--- src/design/rect_polar_converter_core_assert.svh ---
// Assertion macros shared by the converter modules
`ifndef RECT_POLAR_CONVERTER_CORE_ASSERT_SVH
`define RECT_POLAR_CONVERTER_CORE_ASSERT_SVH

// Implication checked on every rising clock edge outside reset
`define RPC_ASSERT_IMPL(label, clk, rst_n, pre, post) \
    label: assert property (@(posedge clk) disable iff (!rst_n) (pre) |-> (post)) \
        else $error("assertion failed");

// Next-cycle implication checked outside reset
`define RPC_ASSERT_NEXT(label, clk, rst_n, pre, post) \
    label: assert property (@(posedge clk) disable iff (!rst_n) (pre) |=> (post)) \
        else $error("assertion failed");

`endif

--- src/design/rpc_pkg.sv ---
// Package: shared types and constants for the rectangular/polar converter
`default_nettype none
package rpc_pkg;
    localparam int GUARD  = 14;
    localparam int CW     = 42;   // coordinate datapath width
    localparam int ZW     = 32;   // angle datapath width
    localparam int MAXMAG = 46341;
    localparam logic [23:0] INVK = 24'd10188014;
    localparam logic signed [ZW-1:0] DEG90  = 32'sd94371840;
    localparam logic signed [ZW-1:0] DEG180 = 32'sd188743680;

    typedef enum logic {
        t_mode_polar = 1'b0,
        t_mode_rect  = 1'b1
    } t_mode;

    // Item handed from the front to the back part
    typedef struct packed {
        logic                   mode;
        logic                   zero;
        logic signed [CW-1:0]   x;
        logic signed [CW-1:0]   y;
        logic signed [ZW-1:0]   z;
    } t_work;

    function automatic logic signed [ZW-1:0] atan_deg(input int i);
        logic signed [ZW-1:0] t;
        begin
            case (i)
                0: t = 32'sd47185920;  1: t = 32'sd27855475;
                2: t = 32'sd14718068;  3: t = 32'sd7471121;
                4: t = 32'sd3750058;   5: t = 32'sd1876857;
                6: t = 32'sd938658;    7: t = 32'sd469357;
                8: t = 32'sd234682;    9: t = 32'sd117342;
                10: t = 32'sd58671;    11: t = 32'sd29335;
                12: t = 32'sd14668;    13: t = 32'sd7334;
                14: t = 32'sd3667;     15: t = 32'sd1833;
                16: t = 32'sd917;      17: t = 32'sd458;
                18: t = 32'sd229;      19: t = 32'sd115;
                20: t = 32'sd57;       21: t = 32'sd29;
                22: t = 32'sd14;       23: t = 32'sd7;
                default: t = '0;
            endcase
            return t;
        end
    endfunction
endpackage
`default_nettype wire

--- src/design/rpc_queue.sv ---
// Two-entry queue between the front and the back part
`default_nettype none
module rpc_queue (
    input  wire logic       i_clk,
    input  wire logic       i_rst_n,
    input  wire logic       i_valid,
    output logic            o_ready,
    input  rpc_pkg::t_work  i_work,
    output logic            o_valid,
    input  wire logic       i_ready,
    output rpc_pkg::t_work  o_work
);
    `include "rect_polar_converter_core_assert.svh"
    rpc_pkg::t_work r_mem [2];
    logic r_wp, r_rp;
    logic [1:0] r_cnt;
    logic push, pop;

    assign o_ready = r_cnt != 2'd2;
    assign o_valid = r_cnt != 2'd0;
    assign push = i_valid && o_ready;
    assign pop  = o_valid && i_ready;
    assign o_work = r_mem[r_rp];

    // Pointers and fill count
    always_ff @(posedge i_clk) begin
        if (!i_rst_n) begin
            r_wp <= 1'b0;
            r_rp <= 1'b0;
            r_cnt <= 2'd0;
        end else begin
            if (push) r_wp <= !r_wp;
            if (pop)  r_rp <= !r_rp;
            r_cnt <= r_cnt + 2'(push) - 2'(pop);
        end
    end

    // Storage
    always_ff @(posedge i_clk) begin
        if (push) r_mem[r_wp] <= i_work;
    end

    `RPC_ASSERT_IMPL(a_cnt_range, i_clk, i_rst_n, 1'b1, r_cnt != 2'd3)
    `RPC_ASSERT_NEXT(a_full_holds, i_clk, i_rst_n, (r_cnt == 2'd2) && !pop, r_cnt == 2'd2)
    `RPC_ASSERT_IMPL(a_ptr_match, i_clk, i_rst_n, r_cnt == 2'd0 || r_cnt == 2'd2, r_wp == r_rp)
endmodule
`default_nettype wire

--- config.mk ---
export PLATFORM = sky130hd
export DESIGN_NAME = rpc_queue
export DESIGN_NICKNAME = d
export VERILOG_FILES = /design/src/design/rpc_pkg.sv /design/src/design/rpc_queue.sv
export VERILOG_INCLUDE_DIRS = /design/src /design/src/design
export SDC_FILE = /design/constraint.sdc
export NUM_CORES = 1
export LEC_CHECK = 0
export BUFFER_PORTS_ARGS = -buffer_cell sky130_fd_sc_hd__buf_2
export CAP_MARGIN = 20
export CORE_MARGIN = 8
export CORE_UTILIZATION = 45
export DETAILED_ROUTE_END_ITERATION = 10
export PLACE_DENSITY = 0.7
export SLEW_MARGIN = 10
export SYNTH_ARGS = -nofsm -noshare
export SYNTH_HDL_FRONTEND = slang
export SYNTH_SLANG_ARGS = --single-unit
--- constraint.sdc ---
create_clock -name i_clk -period 9.9 [get_ports i_clk]
set_clock_uncertainty 0.2 [all_clocks]
set_input_delay 0 -clock i_clk [delete_from_list [all_inputs] [get_ports i_clk]]
set_output_delay 0 -clock i_clk [all_outputs]
set_load 0.02 [all_outputs]
## Yosys cells after proc, flatten, opt, wreduce, memory -nomap -nowiden

Memories as Yosys holds them, arrays and structs flattened. A register that Yosys moved wholly into a read port is not among the register bits.
Cells that the tools add are included.
Widths: inputs -> output; s select.

| word-level totals | value |
|---|---|
| flip-flop bits (word level) | 4 |
| bits in writable memories | 236 |
| input port bits | 122 |
| output and inout port bits | 120 |
| word-level logic and storage cells | 16 |
| memories kept | 1 |

Memory list:

| memory | words | width | rd ports | clocked after memory_dff | wr ports | RTL line | source |
|---|---|---|---|---|---|---|---|
| r_mem | 2 | 118 | 1 | 1 | 1 | rpc_queue.sv:14 | `rpc_pkg::t_work r_mem [2];` |

| operators by class | value |
|---|---|
| $add $sub $neg | 2 |
| equality and inequality tests | 1 |
| mux-type cells | 4 |
| reductions and logical operators | 5 |

Operator list:

| kind | number |
|---|---|
| $mux 1 | 4 |
| $add 2x1->2 | 1 |
| $logic_and 1x1->1 | 2 |
| $logic_not 1->1 | 2 |
| $ne 2x2->1 const B | 1 |
| $reduce_bool 2->1 | 1 |
| $sub 2x1->2 | 1 |

## Longest topological paths before layout

| logic depth | value |
|---|---|
| depth in word-level cells | 4 |
| gate-level depth with buffers | 6 |
| mapped depth without buffers | 6 |

## Least setup slack after synthesis

OpenSTA, ideal clock, no wires.

| path | value |
|---|---|
| path kind | register -> register |
| from | reg r_cnt[0] |
| to | mem r_mem[1][0] in the netlist's numbering, enable pin |
| library setup time | 492 ps |
| data arrival time | 3489 ps |
| required time | 9208 ps |
| path slack | 5719 ps |
| stages on the path, launching flop included | 3 |
| clock period less this slack | 4181 ps |
| path through | dfxtp_1 -> nand2b_1 -> and3_1 |

| on the way | value |
|---|---|
| word-level cells in the longest chain between the ends | 4 |

Ends and longest elaborated chain:

| item | RTL line | source |
|---|---|---|
| start: declaration | rpc_queue.sv:16 | `logic [1:0] r_cnt;` |
| start signal: assignment | rpc_queue.sv:34 | `r_cnt <= r_cnt + 2'(push) - 2'(pop);` |
| $ne 2x2->1 | rpc_queue.sv:19 | `assign o_ready = r_cnt != 2'd2;` |
| via o_ready | rpc_queue.sv:7 | `output logic o_ready,` |
| $logic_and 1x1->1 | rpc_queue.sv:21 | `assign push = i_valid && o_ready;` |
| $mux 1 | rpc_queue.sv:40 | `if (push) r_mem[r_wp] <= i_work;` |
| $mux 1 (implied by the code) | rpc_queue.sv:40 |  |
| end: declaration | rpc_queue.sv:14 |  |

The timed path passes the listed nets, and every way through them passes these cells.

==> summary.txt <==
Logic synthesis
  • Syn nets: 520
  • Synth area leader: edfxtp_1
  • Top cell type's share of synthesized area: 80.1%
  • Syn Area/Cell: roughly 22 um^2
  • Mapped Cells: 397
  • Post-synthesis cell area: approximately 8800 um^2
  • Synth warn: 0
  • Synth Flop Type: edfxtp_1
  • Synth area leaders: edfxtp_1, mux2_2, mux2_4, dfxtp_1, buf_2
  • EDFF count, synth: around 240
  • Netlist cell types: 25
  • Async SR Flop Fraction: 0%
  • Flops & latches, synth: between 200 and 250
  • Register area share after synthesis: 81.3%

STA
  • RSZ-0062 raised after global routing: no
  • Maximum clock frequency: around 330 MHz
  • Slew Limit Fails: 0
  • Setup violations, final: 0
  • Final Hold Vio Count: 0
  • Period utilization: 30.2%
  • Slew @ Worst Pin: 863 ps
  • Slew Limit Headroom: between 40% and 50%
  • Worst Setup Slack, final: 6910 ps
  • Post-layout minimum cycle time: about 3000 ps
  • Fin Hold WS: 25.8 ps
  • Setup_tns: 0 ps

Global routing
  • Antenna violations before repair: 0
  • GR Overflow Total: 0
  • First-pass GRT wire length: 30,400 um
  • Vias in the first global route: between 5,000 and 6,000
  • Largest net degree at the start of global routing: 62
  • GRT Total Usage: 15.8%

Place
  • Post-DP HPWL: 12,100 um
  • Dpl ws: around 7100 ps
  • Placed inst area: 10,300 um^2
  • Final GP Congestion: about 0.73
  • Placed cell count: 893
  • Port bufs: 241

CTS
  • CTS sink count: about 240
  • Clk buf depth: 3
  • Worst-skew pair later-pin latency: 500 ps
  • Reg clk slew, reported paths: 60 ps
  • CTS tree: done
  • CTS resizes: 0
  • H-tree depth: 1
  • CTS Root Cell: clkbuf_16
  • CTS buffer count: 24

Routing
  • DRT iter0 DRCs: ~270
  • Routed WL: around 20,000 um
  • Average wire per standard cell: ~18 um
  • Routed Antenna Nets: 0
  • TritonRoute pass-1 iters: 6
  • Vias: approximately 5,100
  • DRC: 0
  • Vias per cell: 4.75

Final layout
  • Final Instance Count excl. Fillers: about 1,100
  • Commonest non-fill, non-tap cell in the layout: buf_2
  • Most frequent cells in the layout: buf_2, edfxtp_1, dlygate4sd3_1
  • Fin util: between 60% and 70%
  • Final instance area: 12,300 um^2
  • P&R area growth vs syn: 39.3%
  • Fraction of layout cells with a size suffix above 1: roughly 50%
  • Final #Nets: between 900 and 1,000

Floorplan
  • Die width: roughly 160 um
  • # IOs: 242
  • Num rows: between 50 and 60
  • Die height: 156 um
  • CORE AREA: slightly below 20,000 um^2
  • Initial Util: 45.6%
  • Die area: ~24,000 um^2

Critical path
  • Flop2flop setup slack: between 7000 and 8000 ps
  • Worst EP required: roughly 9700 ps
  • CP peak stage delay: 860 ps
  • RR Endpoint: r_mem[1][93]
  • CP max FO: 60
  • Top delay family on crit path: buffers and inverters
  • Crit path kind: flip-flop to output port
  • Startpoint class of the critical path: flip-flop
  • Crit-path cells: buf_4 -> mux2_2 -> buf_2
  • WP data arrival: 2790 ps
  • Slowest-stage cell, CP: dfxtp_4
  • Crit Reg-Reg Startpoint: r_cnt[0]
  • CP bufs+invs: 2
  • Worst R2R Path Depth: 3
  • CP endpoint kind: output port

Status
  • Status: finished clean

Pwr
  • Int Power: 1.98 mW
  • Pleak: approximately 4.7 nW
  • Total power: roughly 2.7 mW
  • Seq pwr share: 47.0%
  • Power Density: between 200 and 250 nW/um^2
  • Clock power frac: 29.5%
  • Peak supply drop: 0.000148 V
  • Psw: ~0.77 mW
  • Comb power frac: a little under a quarter
  • Sw Ratio: about 28%

Hold path
  • Min-Delay Startpoint: i_work[8]
  • Hold Crit Endpoint: r_mem[0][8]
  • Worst Hold Depth: 2
  • Hold Path Class: input pin to flip-flop

Flow run
  • Max cap viols: 0
sequential cells by signal, summed over array words and instances (netlist names), named ones only:
name	cells
r_wp	1
r_rp	1
r_cnt	2
r_mem	236
per-layer routing:
metal	GRT usage [%]	part of all wire [%]
met3	4.93	8.7
met5	0	0
met4	4.39	1.7
met2	27.5	51
met1	18.6	39
logic make-up after synthesis:
group                      after synthesis  share of synthesized area [%]
DFF                                    241                           81.3
muxes                                  118                           15.9
buffers and inverters                   15                           1.10
and+or+nand+nor                         15                           1.03
AOI/OAI and AO/OA                        6                          0.495
xor gates and xnor gates                 1                         0.0990
adders and majority gates                1                          0.141
worst register-to-register path: stages (launching register included):
cell and delay (ps):
dfxtp_1 420, nand2b_1 200, and3_4 750, buf_4 810
layout make-up:
type	instances	area (um^2)
clock inverters	17	72.6
well taps	265	332
repair buffers	373	2520
multi-input cells	141	1570
inverters	2	10.0
flip-flops and latches	241	7190
diodes	2	5.00
fillers	1338	7070
clock buffers	26	629
how the worst max path moves through the flow:
| stage | start | to | slack (ps) | depth (start not counted) |
|---|---|---|---|---|
| 3_5_place_dp | r_cnt[0] | r_mem[1][89] | 7080 | 3 |
| 5_1_grt | flip-flop | o_work[39] | 6710 | 3 |
| 6_report | flip-flop | o_work[45] | 6910 | 3 |
| 3_3_place_gp | r_cnt[0] | r_mem[1][66] | 7190 | 3 |
| 2_1_floorplan | r_cnt[0] | r_mem[1][0] | 5720 | 2 |
| 4_1_cts | flip-flop | o_work[45] | 6810 | 3 |
cells in the mapped netlist (2+ instances only):
cell type / instances
o21ai_0: 2
and3_1: 2
edfxtp_1: 236
buf_2: 9
mux2_4: 20
buf_6: 4
inv_1: 2
mux2_2: 98
dfxtp_1: 5
nor2_1: 4
power groups by stage:
stage,Combinational (mW),Clock (mW),Sequential [mW]
floorplan,0.440,0,1.29
global placement,0.598,0,1.31
detailed placement,0.605,0,1.31
CTS,0.650,0.832,1.29
global route,0.686,0.871,1.30
finish,0.645,0.810,1.29
repair_timing:
action | CTS | global route
hold endpoints to repair | 241 | 0
hold buffers | 129 | 0
setup endpoints to repair | 0 | 0
buffers inserted | 0 | 0
Note: power is estimated with default switching activity, not from simulation.
