<file path="src/design/rect_polar_converter_core_assert.svh">
// Assertion macros shared by the converter modules
`ifndef RECT_POLAR_CONVERTER_CORE_ASSERT_SVH
`define RECT_POLAR_CONVERTER_CORE_ASSERT_SVH

// Implication checked on every rising clock edge outside reset
`define RPC_ASSERT_IMPL(label, clk, rst_n, pre, post) \
    label: assert property (@(posedge clk) disable iff (!rst_n) (pre) |-> (post)) \
        else $error("assertion failed");

// Next-cycle implication checked outside reset
`define RPC_ASSERT_NEXT(label, clk, rst_n, pre, post) \
    label: assert property (@(posedge clk) disable iff (!rst_n) (pre) |=> (post)) \
        else $error("assertion failed");

`endif

</file>
<file path="src/design/rpc_pkg.sv">
// Package: shared types and constants for the rectangular/polar converter
`default_nettype none
package rpc_pkg;
    localparam int GUARD  = 14;
    localparam int CW     = 42;   // coordinate datapath width
    localparam int ZW     = 32;   // angle datapath width
    localparam int MAXMAG = 46341;
    localparam logic [23:0] INVK = 24'd10188014;
    localparam logic signed [ZW-1:0] DEG90  = 32'sd94371840;
    localparam logic signed [ZW-1:0] DEG180 = 32'sd188743680;

    typedef enum logic {
        t_mode_polar = 1'b0,
        t_mode_rect  = 1'b1
    } t_mode;

    // Item handed from the front to the back part
    typedef struct packed {
        logic                   mode;
        logic                   zero;
        logic signed [CW-1:0]   x;
        logic signed [CW-1:0]   y;
        logic signed [ZW-1:0]   z;
    } t_work;

    function automatic logic signed [ZW-1:0] atan_deg(input int i);
        logic signed [ZW-1:0] t;
        begin
            case (i)
                0: t = 32'sd47185920;  1: t = 32'sd27855475;
                2: t = 32'sd14718068;  3: t = 32'sd7471121;
                4: t = 32'sd3750058;   5: t = 32'sd1876857;
                6: t = 32'sd938658;    7: t = 32'sd469357;
                8: t = 32'sd234682;    9: t = 32'sd117342;
                10: t = 32'sd58671;    11: t = 32'sd29335;
                12: t = 32'sd14668;    13: t = 32'sd7334;
                14: t = 32'sd3667;     15: t = 32'sd1833;
                16: t = 32'sd917;      17: t = 32'sd458;
                18: t = 32'sd229;      19: t = 32'sd115;
                20: t = 32'sd57;       21: t = 32'sd29;
                22: t = 32'sd14;       23: t = 32'sd7;
                default: t = '0;
            endcase
            return t;
        end
    endfunction
endpackage
`default_nettype wire

</file>
<file path="src/design/rpc_if.sv">
// Valid/ready channel interfaces for input and result transactions
`default_nettype none
interface rpc_in_if;
    logic               valid;
    logic               ready;
    logic               func;
    logic signed [15:0] x_in;
    logic signed [15:0] y_in;
    logic [15:0]        mag_in;
    logic signed [15:0] angle_in;
    modport source (output valid, func, x_in, y_in, mag_in, angle_in, input ready);
    modport sink   (input valid, func, x_in, y_in, mag_in, angle_in, output ready);
endinterface

`default_nettype wire

</file>
<file path="src/design/rpc_front.sv">
// Front part: accepts transactions, classifies the mode and sets up CORDIC start values
`default_nettype none
module rpc_front (
    input  wire logic       i_clk,
    input  wire logic       i_rst_n,
    rpc_in_if.sink          in_ch,
    input  wire logic       i_ready,
    output rpc_pkg::t_work  o_work,
    output logic            o_valid
);
    rpc_pkg::t_work r_work, n_work;
    logic r_valid;
    logic signed [rpc_pkg::CW-1:0] xs, ys;
    logic [15:0] m;
    logic signed [16:0] a;
    logic signed [rpc_pkg::ZW-1:0] z;
    logic [39:0] mk;

    assign in_ch.ready = !r_valid || i_ready;
    assign o_work  = r_work;
    assign o_valid = r_valid;

    // Start values for both conversion directions
    always_comb begin
        xs = rpc_pkg::CW'(in_ch.x_in) <<< rpc_pkg::GUARD;
        ys = rpc_pkg::CW'(in_ch.y_in) <<< rpc_pkg::GUARD;
        m  = (in_ch.mag_in > 16'(rpc_pkg::MAXMAG)) ? 16'(rpc_pkg::MAXMAG) : in_ch.mag_in;
        a  = 17'(in_ch.angle_in);
        if (a > 17'sd23040)       a = a - 17'sd46080;
        else if (a < -17'sd23040) a = a + 17'sd46080;
        z  = rpc_pkg::ZW'(a) <<< 13;
        mk = (40'(m) * 40'(rpc_pkg::INVK) + 40'd512) >> 10;
        n_work = '0;
        n_work.mode = in_ch.func;
        if (in_ch.func == rpc_pkg::t_mode_rect) begin
            n_work.x = rpc_pkg::CW'(mk);
            n_work.z = z;
            if (z > rpc_pkg::DEG90) begin
                n_work.x = -rpc_pkg::CW'(mk);
                n_work.z = z - rpc_pkg::DEG180;
            end else if (z < -rpc_pkg::DEG90) begin
                n_work.x = -rpc_pkg::CW'(mk);
                n_work.z = z + rpc_pkg::DEG180;
            end
        end else begin
            n_work.zero = (in_ch.x_in == 16'sd0) && (in_ch.y_in == 16'sd0);
            n_work.x = xs;
            n_work.y = ys;
            if (xs < 0) begin
                n_work.z = (ys >= 0) ? rpc_pkg::DEG180 : -rpc_pkg::DEG180;
                n_work.x = -xs;
                n_work.y = -ys;
            end
        end
    end

    // Stage register
    always_ff @(posedge i_clk) begin
        if (!i_rst_n) begin
            r_valid <= 1'b0;
        end else if (in_ch.ready) begin
            r_valid <= in_ch.valid;
        end
        if (in_ch.ready && in_ch.valid) begin
            r_work <= n_work;
        end
    end
endmodule
`default_nettype wire

</file>
<file path="src/flat_wrapper.sv">
// flat-port wrapper written by rule: the top's interface ports become plain ports
module rpc_front_flat 
  (i_clk, i_rst_n, i_ready, o_work, o_valid, in_ch_valid, in_ch_func, in_ch_x_in, in_ch_y_in, in_ch_mag_in, in_ch_angle_in, in_ch_ready);
  rpc_in_if in_ch_i ();
  input  wire logic i_clk;
  input  wire logic i_rst_n;
  input  wire logic i_ready;
  output rpc_pkg::t_work o_work;
  output logic o_valid;
  input wire logic [$bits(in_ch_i.valid)-1:0] in_ch_valid;
  input wire logic [$bits(in_ch_i.func)-1:0] in_ch_func;
  input wire logic [$bits(in_ch_i.x_in)-1:0] in_ch_x_in;
  input wire logic [$bits(in_ch_i.y_in)-1:0] in_ch_y_in;
  input wire logic [$bits(in_ch_i.mag_in)-1:0] in_ch_mag_in;
  input wire logic [$bits(in_ch_i.angle_in)-1:0] in_ch_angle_in;
  output wire logic [$bits(in_ch_i.ready)-1:0] in_ch_ready;
  assign in_ch_i.valid = in_ch_valid;
  assign in_ch_i.func = in_ch_func;
  assign in_ch_i.x_in = in_ch_x_in;
  assign in_ch_i.y_in = in_ch_y_in;
  assign in_ch_i.mag_in = in_ch_mag_in;
  assign in_ch_i.angle_in = in_ch_angle_in;
  assign in_ch_ready = in_ch_i.ready;
  rpc_front u_core (.i_clk(i_clk), .i_rst_n(i_rst_n), .in_ch(in_ch_i), .i_ready(i_ready), .o_work(o_work), .o_valid(o_valid));
endmodule
</file>
<file path="config.mk">
export PLATFORM = sky130hd
export DESIGN_NAME = rpc_front_flat
export DESIGN_NICKNAME = d
export VERILOG_FILES = /design/src/design/rect_polar_converter_core_assert.svh /design/src/design/rpc_pkg.sv /design/src/design/rpc_if.sv /design/src/design/rpc_front.sv /design/src/flat_wrapper.sv
export SDC_FILE = /design/constraint.sdc
export NUM_CORES = 1
export LEC_CHECK = 0
export BUFFER_PORTS_ARGS = -buffer_cell sky130_fd_sc_hd__buf_2
export CAP_MARGIN = 15
export CORE_ASPECT_RATIO = 0.8
export CORE_UTILIZATION = 55
export DETAILED_ROUTE_END_ITERATION = 12
export HOLD_SLACK_MARGIN = 0.12
export PLACE_DENSITY = 0.89
export SKIP_LAST_GASP = 1
export SLEW_MARGIN = 10
export SYNTH_ARGS = -nofsm -noshare
export SYNTH_HDL_FRONTEND = slang
export SYNTH_SLANG_ARGS = --single-unit
</file>
<file path="constraint.sdc">
create_clock -name i_clk -period 10 [get_ports i_clk]
set_clock_uncertainty 0.05 [all_clocks]
set_input_delay 1.5 -clock i_clk [delete_from_list [all_inputs] [get_ports i_clk]]
set_output_delay 1.5 -clock i_clk [all_outputs]
set_load 0.03 [all_outputs]
</file>
# [Word-level counts from Yosys, hierarchy flattened]
# Cells that the tools add are included.
[op_classes] n_addsub=8 n_mul=1 div=0 order_cmp=7 eq_ne=0 shift=0 mux=11 bitwise=1 n_reduce_logical=7
[ops] cell="2-to-1 mux 32 bit" n=4
[ops] cell="2-to-1 mux 42 bit" n=3
[ops] cell="negator 30 -> 42 bit" n=3
[ops] cell="2-to-1 mux 116 bit" n=1
[ops] cell="adder 40 x 10 -> 40 bit, second input constant" n=1
[ops] cell="multiplier 16 x 23 -> 39 bit, second input constant" n=1
[ops] cell="2-to-1 mux 17 bit" n=2
[ops] cell="> comparator 16 bit, second input constant" n=2
[ops] cell="logical NOT 16 bit" n=2
[ops] cell="adder 30 x 29 -> 31 bit, second input constant" n=1
[ops] cell="subtractor 30 x 29 -> 31 bit, second input constant" n=1
[ops] cell="greater-or-equal comparator 30 x 1 -> 1 bit, second input constant" n=1
[ops] cell="> comparator 30 x 28 -> 1 bit, second input constant" n=1
[ops] cell="less-than comparator 30 x 1 -> 1 bit, second input constant" n=1
[ops] cell="less-than comparator 30 x 28 -> 1 bit, second input constant" n=1
[ops] cell="adder 16 x 17 -> 17 bit, second input constant" n=1
[ops] cell="subtractor 16 x 17 -> 17 bit, second input constant" n=1
[ops] cell="less-than comparator 16 bit, second input constant" n=1
[ops] cell="2-to-1 mux 16 bit" n=1
[ops] cell="logical AND 1 bit" n=2
[ops] cell="OR reduction 2 bit" n=1
[ops] cell="logical NOT 1 bit" n=1
[ops] cell="logical OR 1 bit" n=1
[ops] cell="NOT 1 bit" n=1
[word_totals] ff_bits=119 latch_bits=0 ramBits=0 mem_bits_ro=0 in_bits=69 out_inout_bits=120 mem_count=0

# [Longest topological paths before layout]
[logic_depth] word_depth=8 ltp_mapped=39 mapped_depth_nobuf=35

# [Worst setup path after synthesis]
# No wires, ideal clock.
[synth_timing] path_kind="input -> register" from="in in_ch_mag_in[1]" to="reg u_core.r_work (netlist bit u_core.o_work[103]) (data pin)" arrival_time_ns=9.975 setup_slack_ns=-0.281 path_stages=33 path_buffers=2 path_cell_list="nor4bb_1 > nand3_1 > o21ai_0 > and3_1 > a21o_1 > clkbuf_1 > nand2_1 > ha_1 > inv_1 > ha_1 > fa_1 > inv_1 > fa_1 > fa_1 > fa_1 > fa_1 > inv_1 > ha_1 > a21oi_1 > o21ai_0 > a2111oi_0 > a21oi_1 > xnor2_1 > nor3_1 > nand4_2 > clkbuf_1 > nor3_2 > nand4_1 > xor2_1 > o211ai_1 > o41ai_2 > xnor2_1 > a22o_1"
[synth_lines] item="from (decl)" line="flat_wrapper.sv:14" source="input wire logic [$bits(in_ch_i.mag_in)-1:0] in_ch_mag_in;"
[synth_lines] item="to (signal assigned)" line="rpc_front.sv:65" source="r_work <= n_work;"
[synth_lines] item="to (decl)" line="rpc_front.sv:11" source="rpc_pkg::t_work r_work, n_work;"

==> results.txt <==
----------------------------------------------------
[Run status]
  Status ... finished with violations
  Failing checks ... negative setup slack

[Logic synthesis]
  #FFs+latches synth ... 91
  Main flop type after synthesis ... edfxtp_1
  Sequential fraction of the synthesis area ... 0.190
  Dominant cell type by area after synthesis ... fa_1
  Number of standard cells after synthesis ... 1566
  Synthesized area divided by synthesized cell count ... 9.14 sq um
  FFs w/ async S/R, synth ... 0
  Synth unique cells ... 86
  Count of warnings emitted by yosys ... 0
  Proportion of netlist area held by the largest area contributor ... 0.208
  Synthesized cell area ... 0.0143 sq mm
  EDFF count, synth ... 90
  Cell types with the largest area share after synthesis ... fa_1 (21%), edfxtp_1 (19%), ha_1 (13%), inv_1 (7.2%), xnor2_1 (4.2%)

[Routing]
  Number of nets with antenna violations after detailed routing ... 0
  DR WL/cell ... 20.2 microns
  Via Count ... 14000
  Violation count after the first detailed-routing iteration ... 1780
  Average vias per placed instance ... 5.99
  Total DRC errors in the routed layout ... 0
  First drt pass iteration count ... 7
  WL final ... 47100 microns

[Timing]
  Final count of negative-setup-slack endpoints ... 3
  Tmin final ... 10100 ps
  Final slew viol count ... 0
  Setup ws final ... -99.9 ps
  Max-slew headroom ... 0.0615
  Maximum achievable frequency ... 99.0 MHz
  Worst Tran Pin Value ... 1410 ps
  Post-route clock period utilization ... 1.01
  Hold Fails Final Rpt ... 0

[Clock network]
  Clock tree from TritonCTS ... built
  H-tree Lvls ... 3
  Number of buffers on the longest clock path ... 2
  Number of sinks on the clock net ... 91
  Buffer type at the clock tree root ... clkbuf_16
  Worst-Skew Late Latency ... 370 ps
  Number of CTS-inserted buffers ... 9
  Number of hold buffers added after CTS ... 0
  CTS clk-pin slew, worst paths ... 70 ps

[Layout]
  Commonest cells after routing, fill and taps aside ... buf_4 (274), inv_1 (261), buf_2 (161)
  Final #Nets ... 2343
  Most common cell after layout, fill and taps aside ... buf_4
  Count of filler cells inserted in the layout ... 1674
  Fraction of layout instances using a drive strength above 1 ... 0.307
  ANT cells ... 0
  Non-filler instance count after layout ... 2331
  Finished Cell Area ... 0.0184 sq mm
  Area added between synthesis and finish ... 28.4%
  Final core utilization ... 0.722

[Worst setup path]
  Arrival @ worst endpoint ... 10160 ps
  Highest cell delay on the worst timing path ... 570 ps
  Required time of the critical path ... 10060 ps
  Nature of the critical path endpoint ... flip-flop
  Worst setup path category ... input pin to flip-flop
  Kind of start point of the critical path ... input pin
  Critical path peak fanout ... 6
  Slowest cell on the critical path ... fa_1

[Global routing]
  Remaining global-route overflow ... 0
  Vias in the first global route ... 13400
  Initial antenna violation count ... 0
  Largest net degree at the start of global routing ... 91
  Wire length of the first global-routing pass ... 67700 microns
  Global routing usage summed across all routing layers ... 0.322

[Floorplanning]
  Ports placed on the boundary ... 189
  Cell row count ... 52
  Starting density of the core ... 0.563
  Die Width ... 182 microns
  Core footprint ... 0.0254 sq mm
  Die footprint ... 0.0267 sq mm
  Die Ht ... 146 microns

[Placed design]
  Number of I/O port buffers ... 161
  Post-Place Cells ... 2291
  Area post-placement ... 0.0172 sq mm
  Half-perimeter wire length after detailed placement ... 34700 microns
  Final Wtd Congestion ... 1.00

[Job]
  Max-cap check violation count ... 0

[Hold path]
  Type of the tightest min-delay check ... flip-flop to flip-flop

----------------------------------------------------
-- critical path, delay by kind of cell --
family,cells,cell delay [ps]
AO/OA/AOI/OAI,10,2180
buffers and inverters,6,460
AND/OR/NAND/NOR,8,1980
XOR/XNOR,2,500
adder cells (fa/ha/maj),8,3550
-- logic make-up (layout without fill, tap and decap cells) --
family                     after synthesis  count (layout)  share of synthesized area
xor gates and xnor gates               113             113                     0.0692
muxes                                   13              13                    0.00927
AOI/OAI and AO/OA                      310             312                      0.149
and+or+nand+nor                        388             388                      0.142
other                                    2              30                   0.000525
adders and majority gates              299             299                      0.340
DFF                                     91              91                      0.190
buffers and inverters                  350             734                     0.0998
-- synth_stat cells, drive strengths merged, types with 7 or more instances --
master and instances:
inv 273, ha 150, fa 149, nand2 97, edfxtp 90, nor2 87
a21oi 86, o21ai 69, xnor2 68, xor2 45, clkbuf 42, nor3 37
buf 35, nand3 33, and2 29, a21o 22, o31ai 19, and3 16
or3 15, a211oi 14, nor4 12, a31oi 11, mux2i 11, nand4 11
o21a 11, and4 10, nand2b 10, o211ai 8, or2 8, o21bai 7
o41ai 7
-- registers in the layout (all words and copies together) (netlist names) --
register	cells
u_core.o_work	90
u_core.o_valid	1
-- worst paths after layout --
| check | endpoint | cells past startpoint | slack [ps] | startpoint |
|---|---|---|---|---|
| hold / removal | u_core.o_valid$_SDFFE_PN0N_ | 2 | 570 | u_core.o_valid$_SDFFE_PN0N_ |
| hold reg to reg | u_core.o_valid$_SDFFE_PN0N_ | 2 | 570 | u_core.o_valid$_SDFFE_PN0N_ |
| setup reg to reg | u_core.o_work[99]$_DFFE_PP_ | 3 | 8290 | u_core.o_valid$_SDFFE_PN0N_ |
| setup / recovery | u_core.o_work[103]$_DFFE_PP_ | 34 | -100 | in_ch_mag_in[9] |
-- metrics by stage --
stage	setup slack [ps]	hold WS (ps)	TNS, ps
after CTS	1.52	555	0
final	-99.9	572	-116
after global routing	-391	610	-6010
after floorplan	41.7	835	0
after detailed placement	-632	544	-12840
after global placement	-161	457	-1350
-- cell type report --
type / instances / area (sq um) / area share
inverter: 273 / 1020 / 0.0558
multi-input combinational: 1155 / 10900 / 0.594
tap: 351 / 439 / 0.0239
clock inverter: 7 / 42.5 / 0.00232
sequential: 91 / 2720 / 0.148
timing repair buffer: 445 / 3010 / 0.164
clock buffer: 9 / 225 / 0.0123
-- layer usage --
layer	GRT usage	routed length, microns	vias to the layer above
met4	0.0853	2120	0
met2	0.525	21700	910
met5	0	0	-
met3	0.0506	4230	233
met1	0.446	19000	6707
li1	-	-	6104
-- timing repair --
action,in CTS,in global routing
pin swaps,0,76
setup buffers,0,21
gates cloned,0,2
resized for setup,4,136
setup endpoints to repair,26,31
endpoints found under the hold margin,0,0
Power is left out: the tool's default activity adds up to more than one toggle a clock period on the data nets, which glitch-free logic cannot reach.
